[src/rtl/rbma_pkg.sv]
// ----------------------------------------------------------------------------
// rbma_pkg
// Shared constants and types for the ring buffer moving average block.
// ----------------------------------------------------------------------------
package rbma_pkg;

  // Default sizing
  localparam int DEFAULT_WINDOW_DEPTH = 64;
  localparam int DEFAULT_SAMPLE_BITS  = 20;

  // Input command codes
  localparam logic CMD_ADD   = 1'b0;
  localparam logic CMD_CLEAR = 1'b1;

  // Control sequencer states
  typedef enum logic [2:0] {
    ST_IDLE,
    ST_UPDATE,
    ST_START,
    ST_DIVIDE,
    ST_OUTPUT
  } rbma_state_e;

endpackage

[src/rtl/rbma_in_if.sv]
// ----------------------------------------------------------------------------
// rbma_in_if
// Input channel: a command and a signed sample per word, valid/ready.
// ----------------------------------------------------------------------------
interface rbma_in_if #(
  parameter int SAMPLE_BITS = rbma_pkg::DEFAULT_SAMPLE_BITS
);
  logic                          valid;
  logic                          ready;
  logic                          cmd;
  logic signed [SAMPLE_BITS-1:0] sample;

  modport source (output valid, output cmd, output sample, input ready);
  modport sink   (input valid, input cmd, input sample, output ready);
endinterface

[src/rtl/rbma_out_if.sv]
// ----------------------------------------------------------------------------
// rbma_out_if
// Result channel: mean, last sample, flags and fill count, valid/ready.
// ----------------------------------------------------------------------------
interface rbma_out_if #(
  parameter int SAMPLE_BITS = rbma_pkg::DEFAULT_SAMPLE_BITS,
  parameter int COUNT_BITS  = $clog2(rbma_pkg::DEFAULT_WINDOW_DEPTH + 1)
);
  logic                          valid;
  logic                          ready;
  logic signed [SAMPLE_BITS-1:0] average;
  logic                          average_valid;
  logic signed [SAMPLE_BITS-1:0] last_sample;
  logic                          last_valid;
  logic [COUNT_BITS-1:0]         fill_count;

  modport source (output valid, output average, output average_valid,
                  output last_sample, output last_valid, output fill_count,
                  input ready);
  modport sink   (input valid, input average, input average_valid,
                  input last_sample, input last_valid, input fill_count,
                  output ready);
endinterface

[src/rtl/rbma_ram.sv]
// ----------------------------------------------------------------------------
// rbma_ram
// Generic single-port RAM with registered read data.
// ----------------------------------------------------------------------------
module rbma_ram #(
  parameter int WIDTH = rbma_pkg::DEFAULT_SAMPLE_BITS,
  parameter int DEPTH = rbma_pkg::DEFAULT_WINDOW_DEPTH
) (
  input  logic                     clk_i,
  input  logic                     we_i,
  input  logic                     re_i,
  input  logic [$clog2(DEPTH)-1:0] addr_i,
  input  logic [WIDTH-1:0]         wdata_i,
  output logic [WIDTH-1:0]         rdata_o
);

  logic [WIDTH-1:0] mem_q [DEPTH];
  logic [WIDTH-1:0] rdata_q;

  // Write port and registered read
  always_ff @(posedge clk_i) begin
    if (we_i) begin
      mem_q[addr_i] <= wdata_i;
    end
    if (re_i) begin
      rdata_q <= mem_q[addr_i];
    end
  end

  assign rdata_o = rdata_q;

endmodule

[src/rtl/rbma_div.sv]
// ----------------------------------------------------------------------------
// rbma_div
// Restoring divider, one quotient bit per cycle. Divides the magnitude of a
// two's complement dividend by an unsigned nonzero count.
// ----------------------------------------------------------------------------
module rbma_div #(
  parameter int SUM_W = 26,
  parameter int CNT_W = 7
) (
  input  logic             clk_i,
  input  logic             rst_ni,
  input  logic             start_i,
  input  logic [SUM_W-1:0] dividend_i,
  input  logic [CNT_W-1:0] divisor_i,
  output logic             done_o,
  output logic [SUM_W-1:0] quotient_o
);

  localparam int STEP_W = $clog2(SUM_W);

  logic              busy_q, busy_d;
  logic              done_q, done_d;
  logic [STEP_W-1:0] step_q, step_d;
  logic [SUM_W-1:0]  dq_q, dq_d;
  logic [CNT_W-1:0]  rem_q, rem_d;
  logic [CNT_W-1:0]  dsr_q, dsr_d;
  logic [SUM_W-1:0]  mag;
  logic [CNT_W:0]    rem_shift;
  logic [CNT_W-1:0]  rem_sub;
  logic              q_bit;

  // Magnitude of the dividend
  assign mag = dividend_i[SUM_W-1] ? (~dividend_i + 1'b1) : dividend_i;

  // One restoring step: bring down the next dividend bit, try a subtract.
  // The new remainder is below the divisor, so the low bits suffice.
  assign rem_shift = {rem_q, dq_q[SUM_W-1]};
  assign rem_sub   = rem_shift[CNT_W-1:0] - dsr_q;
  assign q_bit     = (rem_shift >= {1'b0, dsr_q});

  always_comb begin
    busy_d = busy_q;
    done_d = 1'b0;
    step_d = step_q;
    dq_d   = dq_q;
    rem_d  = rem_q;
    dsr_d  = dsr_q;
    if (start_i) begin
      busy_d = 1'b1;
      step_d = '0;
      dq_d   = mag;
      rem_d  = '0;
      dsr_d  = divisor_i;
    end else if (busy_q) begin
      dq_d   = {dq_q[SUM_W-2:0], q_bit};
      rem_d  = q_bit ? rem_sub : rem_shift[CNT_W-1:0];
      step_d = step_q + 1'b1;
      if (step_q == STEP_W'(SUM_W - 1)) begin
        busy_d = 1'b0;
        done_d = 1'b1;
      end
    end
  end

  // Control registers
  always_ff @(posedge clk_i or negedge rst_ni) begin
    if (!rst_ni) begin
      busy_q <= 1'b0;
      done_q <= 1'b0;
      step_q <= '0;
    end else begin
      busy_q <= busy_d;
      done_q <= done_d;
      step_q <= step_d;
    end
  end

  // Datapath registers
  always_ff @(posedge clk_i) begin
    dq_q  <= dq_d;
    rem_q <= rem_d;
    dsr_q <= dsr_d;
  end

  assign done_o     = done_q;
  assign quotient_o = dq_q;

endmodule

[src/rtl/ring_buffer_moving_average_top.sv]
// ----------------------------------------------------------------------------
// ring_buffer_moving_average_top
// Boxcar moving average over the latest WINDOW_DEPTH samples, kept in a ring
// RAM with a running sum, fill count and last sample.
//
// Sequence: an accepted word passes the update and start states; a sample
//   word then waits in the divide state for the bit-serial divider.
// Throughput: one word at a time; a new word is taken only after the output
//   state has loaded the previous result, which waits on a stalled output.
// Reset: sum, count, pointer and last sample clear at once; RAM contents are
//   not cleared, entries are always written before their read data is used.
// ----------------------------------------------------------------------------
module ring_buffer_moving_average_top #(
  parameter int WINDOW_DEPTH = rbma_pkg::DEFAULT_WINDOW_DEPTH,
  parameter int SAMPLE_BITS  = rbma_pkg::DEFAULT_SAMPLE_BITS
) (
  input  logic       clk_i,
  input  logic       rst_ni,
  rbma_in_if.sink    in_i,
  rbma_out_if.source out_o
);
  import rbma_pkg::*;

  localparam int ADDR_W = $clog2(WINDOW_DEPTH);
  localparam int CNT_W  = $clog2(WINDOW_DEPTH + 1);
  localparam int SUM_W  = SAMPLE_BITS + $clog2(WINDOW_DEPTH);

  rbma_state_e            state_q, state_d;
  logic                   cmd_q, cmd_d;
  logic [SAMPLE_BITS-1:0] sample_q, sample_d;
  logic [ADDR_W-1:0]      wp_q, wp_d;
  logic [CNT_W-1:0]       count_q, count_d;
  logic [SUM_W-1:0]       sum_q, sum_d;
  logic [SAMPLE_BITS-1:0] last_q, last_d;
  logic                   last_valid_q, last_valid_d;
  logic                   out_valid_q, out_valid_d;
  logic [SAMPLE_BITS-1:0] out_avg_q, out_avg_d;
  logic                   out_avg_valid_q, out_avg_valid_d;
  logic [SAMPLE_BITS-1:0] out_last_q, out_last_d;
  logic                   out_last_valid_q, out_last_valid_d;
  logic [CNT_W-1:0]       out_fill_q, out_fill_d;

  logic                   in_accept;
  logic                   full;
  logic                   ram_we;
  logic [SAMPLE_BITS-1:0] ram_rdata;
  logic [SUM_W-1:0]       new_ext;
  logic [SUM_W-1:0]       old_ext;
  logic                   div_start;
  logic                   div_done;
  logic [SUM_W-1:0]       div_quot;
  logic [SUM_W-1:0]       mean_full;
  logic                   out_load;

  assign in_accept = in_i.valid && in_i.ready;
  assign in_i.ready = (state_q == ST_IDLE);
  assign full = (count_q == CNT_W'(WINDOW_DEPTH));
  assign out_load = !out_valid_q || out_o.ready;

  // Sign-extended new sample and evicted sample
  assign new_ext = {{(SUM_W - SAMPLE_BITS){sample_q[SAMPLE_BITS-1]}}, sample_q};
  assign old_ext = full ? {{(SUM_W - SAMPLE_BITS){ram_rdata[SAMPLE_BITS-1]}}, ram_rdata}
                        : '0;

  // Signed mean from the quotient magnitude
  assign mean_full = sum_q[SUM_W-1] ? (~div_quot + 1'b1) : div_quot;

  // Ring storage: read the slot at acceptance, write the new sample to it in the next cycle
  rbma_ram #(
    .WIDTH (SAMPLE_BITS),
    .DEPTH (WINDOW_DEPTH)
  ) u_ram (
    .clk_i   (clk_i),
    .we_i    (ram_we),
    .re_i    (in_accept),
    .addr_i  (wp_q),
    .wdata_i (sample_q),
    .rdata_o (ram_rdata)
  );

  rbma_div #(
    .SUM_W (SUM_W),
    .CNT_W (CNT_W)
  ) u_div (
    .clk_i      (clk_i),
    .rst_ni     (rst_ni),
    .start_i    (div_start),
    .dividend_i (sum_q),
    .divisor_i  (count_q),
    .done_o     (div_done),
    .quotient_o (div_quot)
  );

  // Sequencer: next state, window update and output load
  always_comb begin
    state_d          = state_q;
    cmd_d            = cmd_q;
    sample_d         = sample_q;
    wp_d             = wp_q;
    count_d          = count_q;
    sum_d            = sum_q;
    last_d           = last_q;
    last_valid_d     = last_valid_q;
    out_valid_d      = out_valid_q;
    out_avg_d        = out_avg_q;
    out_avg_valid_d  = out_avg_valid_q;
    out_last_d       = out_last_q;
    out_last_valid_d = out_last_valid_q;
    out_fill_d       = out_fill_q;
    ram_we           = 1'b0;
    div_start        = 1'b0;

    if (out_valid_q && out_o.ready) begin
      out_valid_d = 1'b0;
    end

    unique case (state_q)
      ST_IDLE: begin
        if (in_accept) begin
          cmd_d    = in_i.cmd;
          sample_d = in_i.sample;
          state_d  = ST_UPDATE;
        end
      end
      ST_UPDATE: begin
        if (cmd_q == CMD_CLEAR) begin
          wp_d         = '0;
          count_d      = '0;
          sum_d        = '0;
          last_d       = '0;
          last_valid_d = 1'b0;
        end else begin
          ram_we       = 1'b1;
          last_d       = sample_q;
          last_valid_d = 1'b1;
          sum_d        = sum_q + new_ext - old_ext;
          if (!full) begin
            count_d = count_q + 1'b1;
          end
          wp_d = (wp_q == ADDR_W'(WINDOW_DEPTH - 1)) ? '0 : wp_q + 1'b1;
        end
        state_d = ST_START;
      end
      ST_START: begin
        if (count_q != '0) begin
          div_start = 1'b1;
          state_d   = ST_DIVIDE;
        end else begin
          state_d = ST_OUTPUT;
        end
      end
      ST_DIVIDE: begin
        if (div_done) begin
          state_d = ST_OUTPUT;
        end
      end
      ST_OUTPUT: begin
        if (out_load) begin
          out_valid_d      = 1'b1;
          out_avg_d        = (count_q != '0) ? mean_full[SAMPLE_BITS-1:0] : '0;
          out_avg_valid_d  = (count_q != '0);
          out_last_d       = last_q;
          out_last_valid_d = last_valid_q;
          out_fill_d       = count_q;
          state_d          = ST_IDLE;
        end
      end
      default: state_d = ST_IDLE;
    endcase
  end

  // Control state
  always_ff @(posedge clk_i or negedge rst_ni) begin
    if (!rst_ni) begin
      state_q      <= ST_IDLE;
      wp_q         <= '0;
      count_q      <= '0;
      sum_q        <= '0;
      last_q       <= '0;
      last_valid_q <= 1'b0;
      out_valid_q  <= 1'b0;
    end else begin
      state_q      <= state_d;
      wp_q         <= wp_d;
      count_q      <= count_d;
      sum_q        <= sum_d;
      last_q       <= last_d;
      last_valid_q <= last_valid_d;
      out_valid_q  <= out_valid_d;
    end
  end

  // Payload registers
  always_ff @(posedge clk_i) begin
    cmd_q            <= cmd_d;
    sample_q         <= sample_d;
    out_avg_q        <= out_avg_d;
    out_avg_valid_q  <= out_avg_valid_d;
    out_last_q       <= out_last_d;
    out_last_valid_q <= out_last_valid_d;
    out_fill_q       <= out_fill_d;
  end

  assign out_o.valid         = out_valid_q;
  assign out_o.average       = out_avg_q;
  assign out_o.average_valid = out_avg_valid_q;
  assign out_o.last_sample   = out_last_q;
  assign out_o.last_valid    = out_last_valid_q;
  assign out_o.fill_count    = out_fill_q;

  // Empty window always has a zero sum
  a_empty_sum_zero: assert property (@(posedge clk_i) disable iff (!rst_ni)
    (count_q == '0) |-> (sum_q == '0))
    else $error("nonzero sum with empty window");

  // Fill count never passes the window depth
  a_count_bound: assert property (@(posedge clk_i) disable iff (!rst_ni)
    count_q <= CNT_W'(WINDOW_DEPTH))
    else $error("fill count above window depth");

  // A stored sample and a valid last sample go together
  a_last_matches_count: assert property (@(posedge clk_i) disable iff (!rst_ni)
    (count_q != '0) == last_valid_q)
    else $error("last sample flag out of step with fill count");

  // Divider finishes only while the sequencer waits for it
  a_div_done_state: assert property (@(posedge clk_i) disable iff (!rst_ni)
    div_done |-> (state_q == ST_DIVIDE))
    else $error("divider done outside divide state");

endmodule

[src/flat_wrapper.sv]
// flat-port wrapper written by rule: the top's interface ports become plain ports
module ring_buffer_moving_average_top_flat import rbma_pkg::*;
#(
  parameter int WINDOW_DEPTH = rbma_pkg::DEFAULT_WINDOW_DEPTH,
  parameter int SAMPLE_BITS  = rbma_pkg::DEFAULT_SAMPLE_BITS
)
  (clk_i, rst_ni, in_i_valid, in_i_cmd, in_i_sample, in_i_ready, out_o_valid, out_o_average, out_o_average_valid, out_o_last_sample, out_o_last_valid, out_o_fill_count, out_o_ready);
  rbma_in_if #(.SAMPLE_BITS(SAMPLE_BITS)) in_i_i ();
  rbma_out_if #(.SAMPLE_BITS(SAMPLE_BITS)) out_o_i ();
  input  logic clk_i;
  input  logic rst_ni;
  input wire logic [$bits(in_i_i.valid)-1:0] in_i_valid;
  input wire logic [$bits(in_i_i.cmd)-1:0] in_i_cmd;
  input wire logic [$bits(in_i_i.sample)-1:0] in_i_sample;
  output wire logic [$bits(in_i_i.ready)-1:0] in_i_ready;
  output wire logic [$bits(out_o_i.valid)-1:0] out_o_valid;
  output wire logic [$bits(out_o_i.average)-1:0] out_o_average;
  output wire logic [$bits(out_o_i.average_valid)-1:0] out_o_average_valid;
  output wire logic [$bits(out_o_i.last_sample)-1:0] out_o_last_sample;
  output wire logic [$bits(out_o_i.last_valid)-1:0] out_o_last_valid;
  output wire logic [$bits(out_o_i.fill_count)-1:0] out_o_fill_count;
  input wire logic [$bits(out_o_i.ready)-1:0] out_o_ready;
  assign in_i_i.valid = in_i_valid;
  assign in_i_i.cmd = in_i_cmd;
  assign in_i_i.sample = in_i_sample;
  assign in_i_ready = in_i_i.ready;
  assign out_o_valid = out_o_i.valid;
  assign out_o_average = out_o_i.average;
  assign out_o_average_valid = out_o_i.average_valid;
  assign out_o_last_sample = out_o_i.last_sample;
  assign out_o_last_valid = out_o_i.last_valid;
  assign out_o_fill_count = out_o_i.fill_count;
  assign out_o_i.ready = out_o_ready;
  ring_buffer_moving_average_top #(.WINDOW_DEPTH(WINDOW_DEPTH), .SAMPLE_BITS(SAMPLE_BITS)) u_core (.clk_i(clk_i), .rst_ni(rst_ni), .in_i(in_i_i), .out_o(out_o_i));
endmodule
[config.mk]
export PLATFORM = sky130hd
export DESIGN_NAME = ring_buffer_moving_average_top_flat
export DESIGN_NICKNAME = d
export VERILOG_FILES = /design/src/rtl/rbma_pkg.sv /design/src/rtl/rbma_in_if.sv /design/src/rtl/rbma_out_if.sv /design/src/rtl/rbma_ram.sv /design/src/rtl/rbma_div.sv /design/src/rtl/ring_buffer_moving_average_top.sv /design/src/flat_wrapper.sv
export SDC_FILE = /design/constraint.sdc
export NUM_CORES = 1
export LEC_CHECK = 0
export BUFFER_PORTS_ARGS = -buffer_cell sky130_fd_sc_hd__buf_2
export CORE_UTILIZATION = 45
export CTS_CLUSTER_SIZE = 24
export DETAILED_ROUTE_END_ITERATION = 6
export PLACE_DENSITY_LB_ADDON = 0.12
export REMOVE_ABC_BUFFERS = 1
export SKIP_CTS_REPAIR_TIMING = 1
export SLEW_MARGIN = 10
export SYNTH_ARGS = -nofsm -noshare
export SYNTH_HDL_FRONTEND = slang
export SYNTH_SLANG_ARGS = --single-unit
export TNS_END_PERCENT = 5
[constraint.sdc]
create_clock -name clk_i -period 3.5 [get_ports clk_i]
set_input_delay 0.175 -clock clk_i [delete_from_list [all_inputs] [get_ports clk_i]]
set_output_delay 0.175 -clock clk_i [all_outputs]
set_load 0.05 [all_outputs]
==> qor.yml, run 1 <==
status: "complete, no violations"
netlist_area_um2: 60400
ioPinCount: 76
firstDrtPassIters: 7
die_w_um: 368
row_count: 134
synth_ff_type: "edfxtp_1"
slew_headroom: 0.203
r2r-end: "u_core.sum_q[24]$_DFFE_PN0P_"
ys_ff_latch: 1481
cap_violations: 0
regToRegSetupSlack_ns: 0.01
arrival_ns: 4.12
vias_per_cell: 5.87
synth_edf_count: 1403
min_path_type: "in -> async"
die_height_um: 368
grt_overflow: 0
fin_crit_sh: 0.996
r2r_cells: 17
worst_path_most_repeated_cell: "o21ai_1"
cellPowerDensity_nw_per_um2: 816
crit_type: "reg -> reg"
clock_tree.root_cell: "clkbuf_16"
drtAntennaViolNets: 0
period_needed_ns: 3.49
place.gp.congestion: 0.962
startpoint: "u_core.count_q[0]$_DFFE_PN0P_"
grtUsageTotal: 0.260
first_global_vias: 34300
clk_path_buf_depth: 3
fin_tns_setup_ns: 0
fill_cells: 10800
ys_warn_count: 0
async_flop_share: 0.0479
yosysTopAreaCell: "edfxtp_1"
slowest_delay_ns: 0.55
max_freq_mhz: 287
setup_viol: 0
wirelength_mm: 177
cp-endpoint: "u_core.sum_q[24]$_DFFE_PN0P_"
netlist_top_cells_area: "edfxtp_1 70%, mux4_2 3.8%, dfrtp_1 2.9%"
yosysUniqueCellTypes: 76
skew_ns: 0.0305
via_count: 35700
syn_area_per_cell_um2: 16.2
dp_slack_ns: -0.309
path_max_fanout: 7
startpoint_type: "flop"
grt_max_degree: 68
rsz0062_at_grt: "true"
start_util: 0.453
worst_slew_pin_slew_ns: 1.19
grt_pass1_wl_mm: 252
place_hpwl_mm: 110
clkLatencyLatePin_ns: 0.79
cp_cell_sequence: "inv_1 > ha_2 > and3_4 > buf_8 > buf_12 > and2_4 > fa_1 > inv_2 > ha_4 > buf_6 > and4_1 > o21ai_1 > o21bai_1 > a22o_2 > o31ai_4 > xnor2_1 > o21ai_1"
io_buffer_count: 75
antenna_found_initial: 10
drc: 0
power_leakage_nw: 24.5
crit_slowest_cell: "fa_1"
numCtsBuffers: 157
hold_viol: 0
synth_top_area_share: 0.697
clkTransAtPathRegs_ns: 0.06
nets: 4279
htree_levels: 4
irDropWorstVdd_mv: 0.554
cts_tree: "done"
syn-instance-count: 3720
worst_slack_ns: 0.0125
final_common_cell: "edfxtp_1"
coreArea_um2: 133000
crit_required_ns: 4.14
cp-end-kind: "flop"
final_cell_mix: "1403 x edfxtp_1, 359 x buf_4, 194 x nand2_1, 181 x nor2_1"
first_iter_violations: 3499
cts_sinks: 1481
area_growth_pct: 18.7
drive_gt1_frac: 0.253
reg2reg_from: "u_core.count_q[0]$_DFFE_PN0P_"
drv_slew: 0
die_area_um2: 136000
wl_per_cell_um: 29.1
whs_ns: 0.0661
ys_seq_area_frac: 0.729
-- kinds of logic (layout without fill, tap and decap cells) --
logic type | count (synthesis) | count (layout) | synth area share
xor gates and xnor gates | 68 | 68 | 0.00986
and+or+nand+nor | 619 | 619 | 0.0457
other | 0 | 1 | 0
buffers and inverters | 346 | 938 | 0.0278
AOI/OAI and AO/OA | 787 | 787 | 0.0883
DFF | 1481 | 1481 | 0.729
muxes | 353 | 353 | 0.0822
adders and majority gates | 66 | 66 | 0.0169
-- critical path, delay by kind of cell, from the launching register on --
| kind | cells | cell delay (ns) |
|---|---|---|
| AND/OR/NAND/NOR | 3 | 0.51 |
| adder cells (fa/ha/maj) | 3 | 1.00 |
| flip-flops | 1 | 0.34 |
| AO/OA/AOI/OAI | 5 | 0.87 |
| XOR/XNOR | 1 | 0.14 |
| buffers and inverters | 5 | 0.48 |
-- routing by layer --
| metal | vias up | GRT usage | share of wire |
|---|---|---|---|
| met4 | 8 | 0.0922 | 0.035 |
| met1 | 18400 | 0.362 | 0.42 |
| li1 | 15600 | - | - |
| met2 | 1415 | 0.412 | 0.47 |
| met3 | 283 | 0.0435 | 0.071 |
| met5 | - | 0 | 0.00033 |
-- layout make-up --
cell class,instances,area (µm²),share of cell area
flip-flops and latches,1481,44100,0.614
inverters,121,454,0.00633
repair buffers,534,4810,0.0671
clock inverters,86,810,0.0113
multi-input cells,1893,15200,0.212
well taps,1768,2210,0.0308
diodes,1,2.50,0.0000349
clock buffers,197,4140,0.0577
-- registers in the layout, summed over array words and instances, names as in the netlist, 6 cells and up --
register	flops
u_core.u_ram.mem_q	1280
u_core.sum_q	26
u_core.u_div.quotient_o	26
u_core.last_q	20
u_core.out_o.average	20
u_core.out_o.last_sample	20
u_core.sample_q	20
u_core.u_ram.rdata_o	20
u_core.count_q	7
u_core.out_o.fill_count	7
u_core.u_div.dsr_q	7
u_core.u_div.rem_q	7
u_core.wp_q	6
-- stage by stage --
step	util	power [mW]	area [µm²]	instances
final	0.538	58.6	71700	6081
after global routing	0.538	60.9	71700	6080
after CTS	0.533	58.2	71100	6050
after detailed placement	0.496	42.1	66100	5767
after global placement	0.496	42.1	66100	5767
after floorplan	-	31.9	59200	3495
-- how the worst min path moves through the flow --
| stage | start | end | cells past startpoint |
|---|---|---|---|
| global route | in_i_sample[9] | u_core.sample_q[9]$_DFFE_PP_ | 2 |
| global placement | rst_ni | u_core.u_div.step_q[2]$_DFFE_PN0P_ | 1 |
| finish | rst_ni | u_core.u_div.step_q[2]$_DFFE_PN0P_ | 2 |
| floorplan | rst_ni | u_core.count_q[0]$_DFFE_PN0P_ | 0 |
| detailed placement | in_i_sample[19] | u_core.sample_q[19]$_DFFE_PP_ | 1 |
| CTS | in_i_sample[10] | u_core.sample_q[10]$_DFFE_PP_ | 1 |
-- power breakdown --
part | switching [mW] | internal (mW)
registers | 0.673 | 21.2
clock network | 6.98 | 9.11
logic | 12.6 | 7.97
total | 20.3 | 38.3
-- cells in the mapped netlist (12+ instances only) --
library cell / instances
a211oi_1: 16
a21oi_1: 171
a221oi_1: 129
a22o_1: 33
a22oi_1: 86
a31oi_1: 13
and2_1: 25
buf_1: 16
buf_2: 81
buf_4: 25
buf_6: 23
clkbuf_1: 78
dfrtp_1: 71
edfxtp_1: 1403
fa_1: 26
ha_1: 40
inv_1: 119
mux2_2: 104
mux2i_1: 144
mux4_2: 102
nand2_1: 196
nand2b_1: 12
nand3_1: 17
nand4_1: 19
nor2_1: 249
nor3_1: 29
o211ai_1: 14
o21ai_0: 156
o221ai_1: 14
o22ai_1: 56
o31ai_1: 34
or4_1: 12
xnor2_1: 41
xor2_1: 27
No activity file was read; power rests on OpenSTA's default activity.
==> inputs of run 2 (changes only) <==
- clock period: 3.5 -> 3.18 ns (I/O delays scaled with it)
==> run 2 against run 1 <==
The flow now finishes with violations (setup timing); clock skew grew 0.011 ns; sequential power is 9.6% higher; sequential share of layout area fell by 1.1 points; global-route usage grew 0.13 points; clock power rose by 9.9%; worst setup slack got worse by 0.26 ns; fmax grew 1.8%; die area is the same; core utilization grew 0.97 points; critical path type unchanged; largest power group unchanged.
==> qor.yml, run 2 (synthesized netlist as in run 1, its figures left out) <==
status: "complete, but fails checks"
failed_checks: "setup timing"
min_path_type: "in -> async"
numCtsBuffers: 155
largest_register: "u_core.u_ram.mem_q"
busiest_layer: "met2"
grt_overflow: 0
final_common_cell: "edfxtp_1"
via_count: 36100
irDropWorstVdd_mv: 0.538
antenna_found_initial: 7
grt_pass1_wl_mm: 253
first_global_vias: 35200
place.gp.congestion: 0.917
power_leakage_nw: 25.2
clock_tree.root_cell: "clkbuf_16"
first_iter_violations: 3475
row_count: 134
rsz0062_at_grt: "true"
cp-end-kind: "flop"
met1_usage: 0.358
largest_reg_flops: 1280
met2_usage: 0.414
clk_path_buf_depth: 3
clkLatencyLatePin_ns: 0.80
vias_per_cell: 5.82
fin_crit_sh: 1.08
setup_viol: 17
slew_headroom: 0.238
crit_required_ns: 3.84
max_freq_mhz: 292
grt_max_degree: 83
skew_ns: 0.0417
cellPowerDensity_nw_per_um2: 899
die_height_um: 368
cap_violations: 0
htree_levels: 4
firstDrtPassIters: 7
die_w_um: 368
cts_sinks: 1481
grtUsageTotal: 0.261
period_needed_ns: 3.42
hold_viol: 0
drc: 0
nets: 4394
io_buffer_count: 75
drive_gt1_frac: 0.282
final_core_utilization: 0.548
coreArea_um2: 133000
crit_type: "reg -> reg"
worst_slack_ns: -0.245
final_cell_count_no_fill: 6204
worst_slew_pin_slew_ns: 1.14
start_util: 0.453
ioPinCount: 76
startpoint_type: "flop"
clkTransAtPathRegs_ns: 0.06
grt_use_met3: 0.0484
area_growth_pct: 20.9
cts_tree: "done"
multi_input_area_um2: 15400
final_cell_mix: "1403 x edfxtp_1, 456 x buf_4, 193 x nand2_1, 178 x nor2_1"
regArea_um2: 44100
drv_slew: 0
drtAntennaViolNets: 0
dp.cells: 5885
die_area_um2: 136000
fill_cells: 10600
path_max_fanout: 6
wl_per_cell_um: 28.6
place_hpwl_mm: 113
wirelength_mm: 178
arrival_ns: 4.09
==> run 2: cell count changes in the layout (fill, tap and decap cells not counted), moves of 5 or more <==
cell,delta
clkinv_2,+16
buf_12,+17
clkinv_8,+5
clkinv_1,-13
buf_4,+97
==> run 2: path summary, 6_finish.rpt <==
kind                                                from                                     to  slack, ns  depth (start not counted)
hold / removal                                    rst_ni          u_core.state_q[1]$_DFFE_PN0P_       0.04                          2
hold reg to reg             u_core.last_q[0]$_DFFE_PN0P_  u_core.out_o.last_sample[0]$_DFFE_PP_       0.45                          0
min in group clk_i                       in_i_sample[13]          u_core.sample_q[13]$_DFFE_PP_       0.09                          2
setup reg to reg           u_core.count_q[3]$_DFFE_PN0P_           u_core.sum_q[22]$_DFFE_PN0P_      -0.24                         13
setup / recovery           u_core.count_q[3]$_DFFE_PN0P_           u_core.sum_q[22]$_DFFE_PN0P_      -0.24                         13
max in group asynchronous                         rst_ni          u_core.count_q[5]$_DFFE_PN0P_       2.39                          3
==> run 2: through the flow <==
step	worst slack (ns)	hold WS [ns]	power, mW	cell area (µm²)	setup TNS (ns)
floorplan	-11.31	-0.137	34.6	59200	-
global placement	-0.573	0.330	47.3	67200	-8.19
detailed placement	-0.611	0.338	47.4	67200	-8.60
CTS	-0.640	-0.510	65.0	72200	-9.53
global route	-0.459	0.0613	68.2	73000	-5.47
finish	-0.245	0.0385	65.6	73000	-2.74
==> run 2: final cells by class <==
| cell class | count | area share |
|---|---|---|
| inverters | 121 | 0.00622 |
| multi-input cells | 1893 | 0.211 |
| flip-flops and latches | 1481 | 0.603 |
| well taps | 1768 | 0.0303 |
| repair buffers | 651 | 0.0810 |
| clock inverters | 91 | 0.0119 |
| clock buffers | 196 | 0.0561 |
| diodes | 3 | 0.000103 |
==> run 2: report_power, final <==
| part | switching [mW] | internal, mW |
|---|---|---|
| sequential | 0.704 | 23.3 |
| combinational | 14.2 | 9.72 |
| clock | 7.71 | 9.94 |
| total | 22.6 | 43.0 |
==> run 2: layer usage <==
metal / vias up / wire length (µm)
met3: 298 / 12800
met1: 18600 / 74000
met5: - / 11
li1: 15800 / -
met2: 1419 / 84000
met4: 2 / 6780
==> run 2: worst max-delay path: stages, from the launching register on <==
cell and delay, ns:
dfrtp_1 0.41, nor4_4 0.29, and3_4 0.28, and2_4 0.15, fa_1 0.45, fa_2 0.40, nand2b_4 0.15, a21oi_2 0.16
buf_6 0.14, o2111a_1 0.22, nor3_4 0.06, o2bb2ai_2 0.15, mux2i_1 0.13, a221o_1 0.30
